**config.mk**
```make
export PLATFORM = sky130hd
export DESIGN_NAME = positional_byte_list_top
export DESIGN_NICKNAME = d
export VERILOG_FILES = /design/src/design/pbl_pkg.sv /design/src/design/positional_byte_list_top.sv /design/src/design/pbl_cell.sv
export VERILOG_INCLUDE_DIRS = /design/src /design/src/design
export SDC_FILE = /design/constraint.sdc
export NUM_CORES = 1
export LEC_CHECK = 0
export BUFFER_PORTS_ARGS = -buffer_cell sky130_fd_sc_hd__buf_4
export CAP_MARGIN = 20
export CORE_UTILIZATION = 32
export CTS_BUF_LIST = sky130_fd_sc_hd__clkbuf_8 sky130_fd_sc_hd__clkbuf_16
export DETAILED_ROUTE_END_ITERATION = 6
export PLACE_DENSITY = 0.55
export SLEW_MARGIN = 40
export SYNTH_ARGS = -nofsm -noshare
export SYNTH_HDL_FRONTEND = slang
export SYNTH_SLANG_ARGS = --single-unit
```
**constraint.sdc**
```tcl
create_clock -name clk -period 5.6 [get_ports clk]
set_clock_uncertainty 0.1 [all_clocks]
set_input_delay 0.84 -clock clk [delete_from_list [all_inputs] [get_ports clk]]
set_output_delay 0.84 -clock clk [all_outputs]
set_load 0.05 [all_outputs]
```
**src/design/positional_byte_list_top_defines.svh**
```systemverilog
// ============================================================================
// positional_byte_list_top_defines
// Assertion macros used by the positional byte list design.
// ============================================================================
`ifndef POSITIONAL_BYTE_LIST_TOP_DEFINES_SVH
`define POSITIONAL_BYTE_LIST_TOP_DEFINES_SVH

`ifndef SYNTHESIS
`define PBL_ASSERT_IMPL(label, clk, rst_n, ante, cons, msg) \
    label: assert property (@(posedge clk) disable iff (!rst_n) (ante) |-> (cons)) \
        else $error(msg);
`define PBL_ASSERT_NEXT(label, clk, rst_n, ante, cons, msg) \
    label: assert property (@(posedge clk) disable iff (!rst_n) (ante) |=> (cons)) \
        else $error(msg);
`else
`define PBL_ASSERT_IMPL(label, clk, rst_n, ante, cons, msg)
`define PBL_ASSERT_NEXT(label, clk, rst_n, ante, cons, msg)
`endif

`endif

```
**src/design/pbl_pkg.sv**
```systemverilog
// ============================================================================
// pbl_pkg
// Types and constants for the positional byte list.
// ============================================================================
package pbl_pkg;

    localparam int CAPACITY = 16;
    localparam int CNT_W    = $clog2(CAPACITY + 1);
    localparam int CMP_W    = (CNT_W > 9) ? CNT_W : 9;
    localparam int DATA_W   = 8;
    localparam int POS_W    = 8;
    localparam int MODE_W   = 3;
    localparam int STAT_W   = 2;
    localparam int LEN_W    = 5;

    typedef enum logic [MODE_W-1:0] {
        MODE_APPEND_TAIL = 3'd0,
        MODE_INSERT_POS  = 3'd1,
        MODE_PUSH_HEAD   = 3'd2,
        MODE_REMOVE_TAIL = 3'd3,
        MODE_REMOVE_HEAD = 3'd4,
        MODE_REMOVE_POS  = 3'd5
    } mode_t;

    typedef enum logic [STAT_W-1:0] {
        ST_OK        = 2'd0,
        ST_EMPTY     = 2'd1,
        ST_NOT_FOUND = 2'd2,
        ST_FULL      = 2'd3
    } status_t;

    typedef struct packed {
        logic              ins;
        logic              rem;
        logic [CNT_W-1:0]  idx;
        logic [DATA_W-1:0] value;
    } cell_op_t;

endpackage

```
**src/design/positional_byte_list_top.sv**
```systemverilog
// ============================================================================
// positional_byte_list_top
// Bounded ordered byte list built as a shift chain of cells.
// ============================================================================
// The result word of an accepted input word is registered and appears in the cycle after it.
// Throughput: one word per cycle while the output is not stalled; each cell picks hold, load or shift at once.
// The output register stalls the input only while a result waits and is stalled.
// Reset clears the element count and the output valid; cell contents and the result word are not cleared.
`include "positional_byte_list_top_defines.svh"

module positional_byte_list_top
    import pbl_pkg::*;
(
    input  logic              clk,
    input  logic              rst_n,
    input  logic              in_valid,
    output logic              in_stall,
    input  logic [MODE_W-1:0] mode,
    input  logic [DATA_W-1:0] value,
    input  logic [POS_W-1:0]  position,
    output logic              out_valid,
    input  logic              out_stall,
    output logic [DATA_W-1:0] removed_value,
    output logic [STAT_W-1:0] status,
    output logic [LEN_W-1:0]  length
);

    logic [CNT_W-1:0]  count_reg;
    logic [CNT_W-1:0]  count_next;
    logic              out_valid_reg;
    logic              out_valid_next;
    logic [DATA_W-1:0] removed_reg;
    logic [DATA_W-1:0] removed_next;
    status_t           status_reg;
    status_t           status_next;
    logic [LEN_W-1:0]  length_reg;
    logic [LEN_W-1:0]  length_next;

    logic              accept;
    logic [CMP_W-1:0]  pos_w;
    logic [CMP_W-1:0]  cnt_w;
    logic [CMP_W-1:0]  pos_m1;
    logic [CNT_W-1:0]  idx;
    logic              do_ins;
    logic              do_rem;
    cell_op_t          op;
    logic [DATA_W-1:0] tap_or;

    logic [DATA_W-1:0] cell_data [CAPACITY];
    logic [DATA_W-1:0] cell_tap  [CAPACITY];

    assign accept = in_valid && !in_stall;
    assign pos_w  = CMP_W'(position);
    assign cnt_w  = CMP_W'(count_reg);
    assign pos_m1 = pos_w - CMP_W'(1);

    always_comb
    begin
        idx         = count_reg;
        do_ins      = 1'b0;
        do_rem      = 1'b0;
        status_next = ST_OK;
        unique case (mode_t'(mode)) inside
            MODE_APPEND_TAIL, MODE_INSERT_POS, MODE_PUSH_HEAD:
            begin
                if (mode_t'(mode) == MODE_PUSH_HEAD)
                begin
                    idx = '0;
                end
                else if (mode_t'(mode) == MODE_INSERT_POS && pos_w != '0 && pos_m1 <= cnt_w)
                begin
                    idx = CNT_W'(pos_m1);
                end
                if (cnt_w == CMP_W'(CAPACITY))
                begin
                    status_next = ST_FULL;
                end
                else
                begin
                    do_ins = 1'b1;
                end
            end
            MODE_REMOVE_TAIL, MODE_REMOVE_HEAD, MODE_REMOVE_POS:
            begin
                if (mode_t'(mode) == MODE_REMOVE_TAIL)
                begin
                    idx = count_reg - CNT_W'(1);
                end
                else if (mode_t'(mode) == MODE_REMOVE_HEAD)
                begin
                    idx = '0;
                end
                else
                begin
                    idx = CNT_W'(pos_m1);
                end
                if (count_reg == '0)
                begin
                    status_next = ST_EMPTY;
                end
                else if (mode_t'(mode) == MODE_REMOVE_POS && (pos_w == '0 || pos_m1 >= cnt_w))
                begin
                    status_next = ST_NOT_FOUND;
                end
                else
                begin
                    do_rem = 1'b1;
                end
            end
            default:
            begin
                status_next = ST_OK;
            end
        endcase
    end

    assign op.ins   = accept && do_ins;
    assign op.rem   = accept && do_rem;
    assign op.idx   = idx;
    assign op.value = value;

    genvar gi;
    generate
        for (gi = 0; gi < CAPACITY; gi++)
        begin : g_cell
            logic [DATA_W-1:0] left_d;
            logic [DATA_W-1:0] right_d;
            if (gi == 0)
            begin : g_first
                assign left_d = '0;
            end
            else
            begin : g_mid_l
                assign left_d = cell_data[gi-1];
            end
            if (gi == CAPACITY - 1)
            begin : g_last
                assign right_d = '0;
            end
            else
            begin : g_mid_r
                assign right_d = cell_data[gi+1];
            end
            pbl_cell u_cell (
                .clk        (clk),
                .op         (op),
                .my_index   (CNT_W'(gi)),
                .left_data  (left_d),
                .right_data (right_d),
                .data       (cell_data[gi]),
                .tap        (cell_tap[gi])
            );
        end
    endgenerate

    always_comb
    begin
        tap_or = '0;
        for (int i = 0; i < CAPACITY; i++)
        begin
            tap_or = tap_or | cell_tap[i];
        end
    end

    always_comb
    begin
        count_next = count_reg;
        if (op.ins)
        begin
            count_next = count_reg + CNT_W'(1);
        end
        else if (op.rem)
        begin
            count_next = count_reg - CNT_W'(1);
        end
        removed_next   = do_rem ? tap_or : '0;
        length_next    = LEN_W'(count_next);
        out_valid_next = accept || (out_valid_reg && out_stall);
    end

    always_ff @(posedge clk or negedge rst_n)
    begin
        if (!rst_n)
        begin
            count_reg     <= '0;
            out_valid_reg <= 1'b0;
        end
        else
        begin
            count_reg     <= count_next;
            out_valid_reg <= out_valid_next;
        end
    end

    always_ff @(posedge clk)
    begin
        if (accept)
        begin
            removed_reg <= removed_next;
            status_reg  <= status_next;
            length_reg  <= length_next;
        end
    end

    assign in_stall      = out_valid_reg && out_stall;
    assign out_valid     = out_valid_reg;
    assign removed_value = removed_reg;
    assign status        = status_reg;
    assign length        = length_reg;

    `PBL_ASSERT_IMPL(a_count_bound, clk, rst_n, 1'b1, count_reg <= CNT_W'(CAPACITY), "count over capacity")
    `PBL_ASSERT_IMPL(a_full_len, clk, rst_n, out_valid_reg && status_reg == ST_FULL, length_reg == LEN_W'(CAPACITY), "full status with short list")
    `PBL_ASSERT_IMPL(a_empty_len, clk, rst_n, out_valid_reg && status_reg == ST_EMPTY, length_reg == '0, "empty status with entries")
    `PBL_ASSERT_NEXT(a_ins_grow, clk, rst_n, op.ins, count_reg == $past(count_reg) + CNT_W'(1), "insert did not grow list")

endmodule

```
**src/design/pbl_cell.sv**
```systemverilog
// ============================================================================
// pbl_cell
// One list slot: hold, load the new byte, or take a neighbor's byte.
// ============================================================================
module pbl_cell
    import pbl_pkg::*;
(
    input  logic              clk,
    input  cell_op_t          op,
    input  logic [CNT_W-1:0]  my_index,
    input  logic [DATA_W-1:0] left_data,
    input  logic [DATA_W-1:0] right_data,
    output logic [DATA_W-1:0] data,
    output logic [DATA_W-1:0] tap
);

    logic [DATA_W-1:0] data_reg;
    logic [DATA_W-1:0] data_next;

    always_comb
    begin
        data_next = data_reg;
        if (op.ins)
        begin
            if (my_index == op.idx)
            begin
                data_next = op.value;
            end
            else if (my_index > op.idx)
            begin
                data_next = left_data;
            end
        end
        else if (op.rem)
        begin
            if (my_index >= op.idx)
            begin
                data_next = right_data;
            end
        end
    end

    always_ff @(posedge clk)
    begin
        data_reg <= data_next;
    end

    assign data = data_reg;
    assign tap  = (my_index == op.idx) ? data_reg : '0;

endmodule

```
## After elaboration in Yosys (flattened, before gate mapping)

Cells that the tools add are included.

- Bits in registers: 149
- Output and inout port bits: 17

- Add/subtract/negate cells: 3
- Magnitude comparators: 34
- Eq/ne operators: 37
- Muxes and demuxes: 112
- Bitwise logic cells: 15
- Reductions and logical operators: 50

Operator list:

| cell | count |
|---|---|
| 2-to-1 mux 8 bit | 96 |
| OR 8 bit | 15 |
| AND reduction 3 bit | 16 |
| inequality test 3 x 1 -> 1 bit, second input constant | 15 |
| equality test 4 x 5 -> 1 bit, first input constant | 8 |
| >= comparator 4 x 5 -> 1 bit, first input constant | 8 |
| > comparator 4 x 5 -> 1 bit, first input constant | 8 |
| nonzero test 2 bit | 17 |
| 2-to-1 mux 5 bit | 6 |
| equality test 3 x 5 -> 1 bit, first input constant | 4 |
| >= comparator 3 x 5 -> 1 bit, first input constant | 4 |
| > comparator 3 x 5 -> 1 bit, first input constant | 4 |
| equality test 2 x 5 -> 1 bit, first input constant | 2 |
| >= comparator 1 x 5 -> 1 bit, first input constant | 2 |
| >= comparator 2 x 5 -> 1 bit, first input constant | 2 |
| > comparator 1 x 5 -> 1 bit, first input constant | 2 |
| > comparator 2 x 5 -> 1 bit, first input constant | 2 |
| zero test 5 bit | 2 |
| one-hot mux 5 bit (2 select lines) | 1 |
| >= comparator 9 x 5 -> 1 bit | 1 |
| <= comparator 9 x 5 -> 1 bit | 1 |
| zero test 9 bit | 1 |
| nonzero test 9 bit | 1 |
| subtractor 8 x 1 -> 9 bit, second input constant | 1 |
| 16 further kinds | 32 |

## Longest topological paths before layout

Gate-level depths: netlist of the first run.

- Word-level depth: 23
- Depth in mapped cells: 19

## Cells and area by module

A second synthesis of the first run with hierarchy kept.

- Cell total of the unflattened synthesis: 1415
- Area, all modules: 12569.6 sq um

Modules (own cells, without submodules):

| module | times used | cells each | area each (sq um) | seq. area each (sq um) |
|---|---|---|---|---|
| pbl_cell | 16 | 75 | 670.6 | 240.2 |
| positional_byte_list_top | 1 | 215 | 1839.3 | 600.6 |

## Least setup slack after synthesis of the first run

No wires, ideal clock.

- Path kind: input port to flip-flop
- Start point: input port position[0]
- End point: register g_cell[0].u_cell.data_reg[0], enable pin
- Setup time: 0.395 ns
- Arrival time: 4.466 ns
- Data required time: 5.105 ns
- Slack: 0.640 ns
- Stages: 15
- Cells stage by stage: inv_1 > ha_1 > nor3b_1 > xor2_1 > ha_1 > and3_1 > nand3_1 > o21ai_0 > o211a_1 > buf_6 > a221o_1 > nor3_1 > clkbuf_1 > o21ai_0 > nor4_1

- Longest elaborated chain between the ends: 10
- Elaborated cells between the ends (all ways): 25

Ends and longest elaborated chain:

| item | line | text |
|---|---|---|
| start, declared | positional_byte_list_top.sv:20 | `input logic [POS_W-1:0] position,` |
| parallel branches: the longest is 9 deep, another holds subtractor 8 x 1 -> 9 bit | -- |  |
| AND reduction 3 bit (no line) (*) | -- |  |
| end signal, assigned | pbl_cell.sv:45 | `data_reg <= data_next;` |
| end, declared | pbl_cell.sv:17 | `logic [DATA_W-1:0] data_reg;` |

Mark *: on every way between the ends.
A chain may end at the register's enable or synchronous reset.

## Final worst setup path of the first run

- Start point: input port position[0]
- End point: register g_cell[14].u_cell.data_reg[6] (data pin)

- Longest elaborated chain between the ends: 9
- Elaborated cells between the ends (all ways): 13

Ends and longest elaborated chain:

| item | line | text |
|---|---|---|
| subtractor 8 x 1 -> 9 bit or nonzero test 9 bit (tied branches) | positional_byte_list_top.sv:55, positional_byte_list_top.sv:70 |  |
| <= comparator 9 x 5 -> 1 bit or logical AND 1 bit (tied branches) | positional_byte_list_top.sv:70 | `else if (mode_t'(mode) == MODE_INSERT_POS && pos_w != '0 && pos_m1 <= cnt_w)` |
| logical AND 1 bit | positional_byte_list_top.sv:70 |  |
| 2-to-1 mux 5 bit | positional_byte_list_top.sv:70 |  |
| 2-to-1 mux 5 bit | positional_byte_list_top.sv:66 | `if (mode_t'(mode) == MODE_PUSH_HEAD)` |
| one-hot mux 5 bit (2 select lines) (*) | positional_byte_list_top.sv:63 | `unique case (mode_t'(mode)) inside` |
| equality test 4 x 5 -> 1 bit (*) | pbl_cell.sv:25 | `if (my_index == op.idx)` |
| 2-to-1 mux 8 bit (*) | pbl_cell.sv:25 |  |
| 2-to-1 mux 8 bit (*) | pbl_cell.sv:23 | `if (op.ins)` |
| via g_cell[14].u_cell.data_next[6] | pbl_cell.sv:18 | `logic [DATA_W-1:0] data_next;` |
| end signal, assigned | pbl_cell.sv:45 |  |
| end, declared | pbl_cell.sv:17 |  |

The timed path passes the listed nets; every way through them passes the cells marked *.

==> results of run 1 <==
## final timing paths
path | to | slack (ps) | depth (start not counted)
setup / recovery | g_cell[14].u_cell.data[6] | 640 | 17
hold / removal | count_reg[4] | 100 | 1
min in group clk | out_valid | 440 | 2
setup reg to reg | g_cell[14].u_cell.data[6] | 1240 | 13
max in group asynchronous | count_reg[0] | 5190 | 1
hold reg to reg | out_valid | 440 | 2
## cells by family after synthesis
family / Yosys count / synth area share
xor+xnor: 7 / 0.00650
simple gates: 377 / 0.185
flops: 149 / 0.471
mux: 108 / 0.115
fa+ha+maj: 9 / 0.0119
buf+inv: 93 / 0.0488
compound gates: 244 / 0.162
## per-stage QoR
step	setup slack (ps)	instance area, sq um	utilization	total power (uW)
global route	343	10800	0.375	4710
finish	639	10800	0.375	4540
floorplan	640	9440	-	2690
global placement	357	10200	0.352	3190
detailed placement	223	10200	0.352	3200
CTS	694	10800	0.375	4510
## area by class of cell
class,instances,area [sq um],area share
multi-input combinational,745,4570,0.422
inverter,18,67.6,0.00624
clock inverter,14,224,0.0207
clock buffer,18,439,0.0406
tap,384,480,0.0444
sequential,149,4440,0.410
timing repair buffer,78,598,0.0552
## power by group through the flow
stage          Sequential, uW  Combinational [uW]  Clock, uW
3_5_place_dp             1590                1610          0
4_1_cts                  1570                1610       1330
3_3_place_gp             1590                1600          0
2_1_floorplan            1570                1120          0
6_report                 1570                1640       1320
5_1_grt                  1590                1760       1370
## layer usage
layer	routed length, um	up-vias
met5	0	-
met4	856	0
met3	2290	56
met2	15100	328
met1	14100	3888
li1	-	3668
## worst max-delay path: stages
cell     delay (ps)
buf_4           130
inv_1           100
ha_1            250
nor3b_1         250
xor2_1          220
ha_1            280
and3_1          170
nand3_1         100
o21ai_0         140
o211a_1         370
a41o_1          320
or2_1           320
buf_4           250
nor3_2          620
nand2_2         330
mux2i_1         240
o21ai_0          90
## cell usage in the layout, fill, tap and decap left out, types with 4 or more instances in the layout
cell and count:
inv_1 19, nor2_1 56, a21oi_1 31, buf_4 77, bufinv_16 5, a221oi_1 9, nor3_1 10, nand3_1 26
ha_1 9, a31oi_1 37, a22oi_1 4, edfxtp_1 143, mux2i_1 105, a32oi_1 5, xnor2_1 6, o22ai_1 7
nand2b_1 5, o21ai_0 94, nand2_1 233, o21ai_1 18, nor4_4 7, a22o_1 4, nand4_1 6, dfrtp_1 6
clkbuf_16 17
==> impl_results.md, run 1 <==
- Asr flop ratio synth: 0.0403
- Synth cell types: 77
- Sw Ratio: 0.389
- Cell taking the most area after synthesis: edfxtp_1
- Met3 usage in global routing: 0.0419
- Gr ovfl total: 0
- Critical path startpoint: position[0]
- Mapped Area: 0.00944 sq mm
- Minimum clock period after layout: 4960 ps
- Syn Inst Count: 987
- Die Ht: between 150 and 200 um
- Syn_nets: 1019
- Maximum vdd drop: around 0.24 mV
- Combinational power share: 0.362
- LEAKAGE: 0.00415 uW
- Ys flop type: edfxtp_1
- Sw power: 1760 uW
- Post-synth EDFFs: 143
- PortBufs: 39
- Vias: 7940
- Setup Crit Path Kind: primary input to flop
- Power Internal: 2770 uW
- First-pass GRT wire length: just under 50000 um
- Layout cells sized above 1: 0.142
- Global Route met1 Usage: 0.290
- Clk buf depth: 2
- Placed cells: 1374
- Reg-to-Reg Start: count_reg[4]
- I/O Pins: 40
- Flop pwr share: 0.347
- Outcome: complete, no violations
- # hold bufs at CTS: 0
- Final period util: 0.886
- Most Crowded Layer GR: met2
- Fmax: 0.202 GHz
- CTS tree: done
- Antenna violations before repair: 1
- FILL cells: 2940
- DR iter-0 viols: between 1000 and 1500
- Min-delay worst type: primary input to async pin
- Critical path data required time: 5660 ps
- Yosys warning count: 0
- Met2 global-route usage: 0.335
- Wire length per cell: 22.9 um
- Seq/Total Area, Yosys: 0.471
- Top cell type's share of synthesized area: 0.455
- Pin count of the biggest net entering global routing: 83
- Post-Synthesis Mean Instance Area: around 9.6 sq um
- P&R area growth vs syn: 14.7%
- Setup bufs post-CTS: 0
- Clock Latency Late Sink: approximately 440 ps
- Vias in the first global route: between 7000 and 8000
- Min Hold Slack: between 90 and 100 ps
- Setup-failing EPs final: 0
- CP Data Arrival Time: 5030 ps
- Row Count: 62
- Count of final hold-check violations: 0
- Tot GR Track Use: 0.214
- Non-Filler Instances: 1406
- Vias per cell: 5.65
- DR pass1 iterations: 6
- Routed Wire Length: 32300 um
- Antenna Nets Post-Route: 0
- Die Wd: ~170 um
- Top-count cell post-synth: nand2_1
- Unrepaired setup endpoints after global routing: no
- Die footprint: a little over 0.03 sq mm
- Num CTS Buffers: 17
- Top post-synthesis cells by count: 233 x nand2_1, 143 x edfxtp_1, 106 x mux2i_1
- CTS sink cnt: around 150
- Pins over their slew limit: 0
- FF+latch count, synth: approximately 150
- Worst slew pin tran: between 800 and 900 ps
- Final HPWL DP: 22900 um
- Slew headroom: 0.444
- Top cells by area, synth: edfxtp_1 45%, mux2i_1 11%, nand2_1 9.3%
- Gpl congestion: roughly 0.9
- Worst-path clk slew: 70 ps
- Post-cts resize count: 0
- DRC violations left: 0
- Max reg flops: roughly 130
- H-Tree Depth: 4
- Clk pwr share: 0.290
- CP max FO: 16
- TNS Setup: 0 ps
- Post-layout nets: 1041
- PD cells: 419 mW/mm^2
- CP Launch Type: primary input
- Core Area: approximately 0.029 sq mm
- Initial Utilization: 0.327
- Ant diodes: 0
- Max-Cap Viols: 0
- Setup crit end kind: flop
- CTS root buf: clkbuf_16
Power figures use the tool's default switching activity.
==> inputs of run 2 (changes only) <==
--- a/config.mk
+++ b/config.mk
@@ -8,6 +8,7 @@
 export LEC_CHECK = 0
 export BUFFER_PORTS_ARGS = -buffer_cell sky130_fd_sc_hd__buf_4
 export CAP_MARGIN = 20
+export CORE_ASPECT_RATIO = 0.5
 export CORE_UTILIZATION = 32
 export CTS_BUF_LIST = sky130_fd_sc_hd__clkbuf_8 sky130_fd_sc_hd__clkbuf_16
 export DETAILED_ROUTE_END_ITERATION = 6
==> constraint.sdc (replaced) <==
create_clock -name clk -period 4.6 [get_ports clk]
set_clock_uncertainty 0.1 [all_clocks]
set_input_delay 0.69 -clock clk [delete_from_list [all_inputs] [get_ports clk]]
set_output_delay 0.69 -clock clk [all_outputs]
set_load 0.05 [all_outputs]
==> run 2 against run 1 <==
  * The flow now finishes with violations (DRC)
  * Register-to-register slack worse by 770 ps
  * Count of clock-buffer cells in the layout fell by 1
  * Via count is 4.3% higher
  * Worst hold slack improved by 250 ps
  * Critical path depth did not move
  * Die area up 0.14%
  * Sequential power up 23%
  * Critical path type unchanged
==> impl_results.md, run 2 (same netlist as run 1, synthesis figures left out) <==
- Outcome: finished, violations left
- Failing checks: DRC
- Clk buf depth: 2 (unchanged)
- Pins over their slew limit: 0 (unchanged)
- Slew headroom: 0.508 (+0.0632)
- I/O Pins: 40 (unchanged)
- Most frequent cells in the layout: 233 x nand2_1, 143 x edfxtp_1, 110 x buf_4
- LEAKAGE: 0.00435 uW (+4.7%)
- CTS root buf: clkbuf_16
- Pre-CTS setup slack: -225 ps (-448 ps)
- Min-delay worst type: primary input to flop
- Min Hold Slack: 343 ps (+246 ps)
- H-Tree Depth: 4 (unchanged)
- Gpl congestion: 0.991 (+7.0%)
- Worst slew pin tran: 739 ps (-94.8 ps)
- Antenna Nets Post-Route: 0 (unchanged)
- Setup-failing EPs final: 0 (unchanged)
- Vias: 8279 (+4.3%)
- Minimum clock period after layout: around 4400 ps
- Crit-path slowest cell: or3_4
- Pin count of the biggest net entering global routing: 101 (+22%)
- DR iter-0 viols: 1098 (-0.63%)
- CP cell instances: buf_4 > inv_1 > ha_1 > nor3b_1 > xor2_1 > ha_1 > and3_1 > nand3_1 > o21ai_0 > o211a_1 > a221o_1 > or3_4 > nor4_4 > buf_4 > a222oi_1 > o31a_1 > a31oi_1
- Non-Filler Instances: 1453 (+3.3%)
- PD cells: 499 mW/mm^2 (+19%)
- Setup Crit Path Kind: primary input to flop
- First-pass GRT wire length: 49500 um (+2.6%)
- Clock Latency Late Sink: 450 ps (about the same)
- Reg-to-Reg Start: count_reg[4]
- Fmax: 0.226 GHz
- Critical path's top delay family: compound AO/OA/AOI/OAI gates
- CP max FO: 7 (-9)
- Setup crit end kind: flop
- CP Buf/Inv Count: 3 (unchanged)
- P&R area growth vs syn: 18.2%
- Worst-path clk slew: 70 ps (about the same)
- Post-route setup slack: 184 ps (-455 ps)
- R2R Path End: removed_value[5]
- PortBufs: 39 (unchanged)
- Placed cells: 1419 (+3.3%)
- Max reg flops: 128 (unchanged)
- Maximum vdd drop: 0.311 mV (+28%)
- Count of final hold-check violations: 0 (unchanged)
- CP Launch Type: primary input
- CTS tree: done
- WHS Path Cells: 2
- Unrepaired setup endpoints after global routing: no
- Worst hold start: in_valid
- R2R Setup Slk: 470 ps (-770 ps)
- DRC violations left: 4 (+4)
- Ant diodes: 0 (unchanged)
- Post-layout nets: 1081 (+3.8%)
- Core Area: 0.0290 sq mm (+0.54%)
- Hold path endpoint: out_valid
- Antenna violations before repair: 1 (unchanged)
- Layout cells sized above 1: 0.175 (+0.0333)
- Final HPWL DP: 24100 um (+5.6%)
- Num CTS Buffers: 17 (unchanged)
- CTS sink cnt: 149 (unchanged)
- Vias in the first global route: 7707 (+1.2%)
- Wire length per cell: 22.9 um (about the same)
- Critical path data required time: 4720 ps (-940 ps)
- Die footprint: 0.0302 sq mm (+0.14%)
- Tot GR Track Use: 0.222 (+0.00856)
- Gr ovfl total: 0 (unchanged)
- Die Ht: 123 um (-29%)
- CP Data Arrival Time: 4540 ps (-490 ps)
- Die Wd: 245 um (+41%)
- DR pass1 iterations: 7 (+1)
- R2R cell count: 13 (unchanged)
- Final period util: 0.960
- CP peak stage delay: 480 ps (-140 ps)
- Vias per cell: 5.70 (+0.90%)
- Routed Wire Length: 33300 um (+3.4%)
- Commonest non-fill, non-tap cell in the layout: nand2_1
- Max-Cap Viols: 0 (unchanged)
- Total power: 5570 uW (+23%)
- Initial Utilization: 0.325 (-0.00175)
- Row Count: 44 (-29%)
==> run 2: cell types whose count changed in the layout (fill, tap and decap cells not counted), sizes merged <==
cell	delta
bufinv	-3
clkinv	+7
clkbuf	-1
buf	+39
clkinvlp	-1
dlygate4sd3	+1
inv	-2
==> run 2: layout make-up <==
type | instances | area (sq um)
inverter | 18 | 67.6
timing repair buffer | 118 | 976
fill | 2888 | 17900
clock buffer | 17 | 425
clock inverter | 15 | 155
tap | 391 | 489
sequential | 149 | 4440
multi-input combinational | 745 | 4600
==> run 2: where the power goes <==
group / leakage, uW / switching (uW) / internal [uW]
combinational: 0.00267 / 1400 / 810
sequential: 0.00139 / 201 / 1730
clock: 0.000287 / 629 / 802
total: 0.00435 / 2230 / 3340
==> run 2: worst max path at each step <==
stage / from / endpoint / depth (start not counted)
after floorplan: position[0] / g_cell[4].u_cell.data[0] / 17
after global routing: position[1] / removed_value[4] / 18
after CTS: position[1] / removed_value[5] / 17
after global placement: position[1] / removed_value[5] / 19
final: position[1] / removed_value[5] / 17
after detailed placement: position[1] / removed_value[5] / 17
==> run 2: timing repair <==
action                     CTS  global route
hold buffers                 1             0
setup buffers                0             1
hold endpoints to repair     6             0
setup endpoints to repair    0            10
gates resized for setup      0             4
==> run 2: layer usage <==
metal | part of all wire | GRT usage | up-vias
met4 | 0.021 | 0.0680 | 0
met2 | 0.44 | 0.341 | 463
met5 | 0 | 0 | -
li1 | - | - | 3747
met1 | 0.45 | 0.316 | 4017
met3 | 0.091 | 0.0434 | 52
==> run 2: metrics by stage <==
stage	util	area [sq um]	TNS (ps)
floorplan	-	9450	0
global placement	0.363	10500	-403
detailed placement	0.363	10500	-3850
CTS	0.383	11100	0
global route	0.385	11200	0
finish	0.385	11200	0
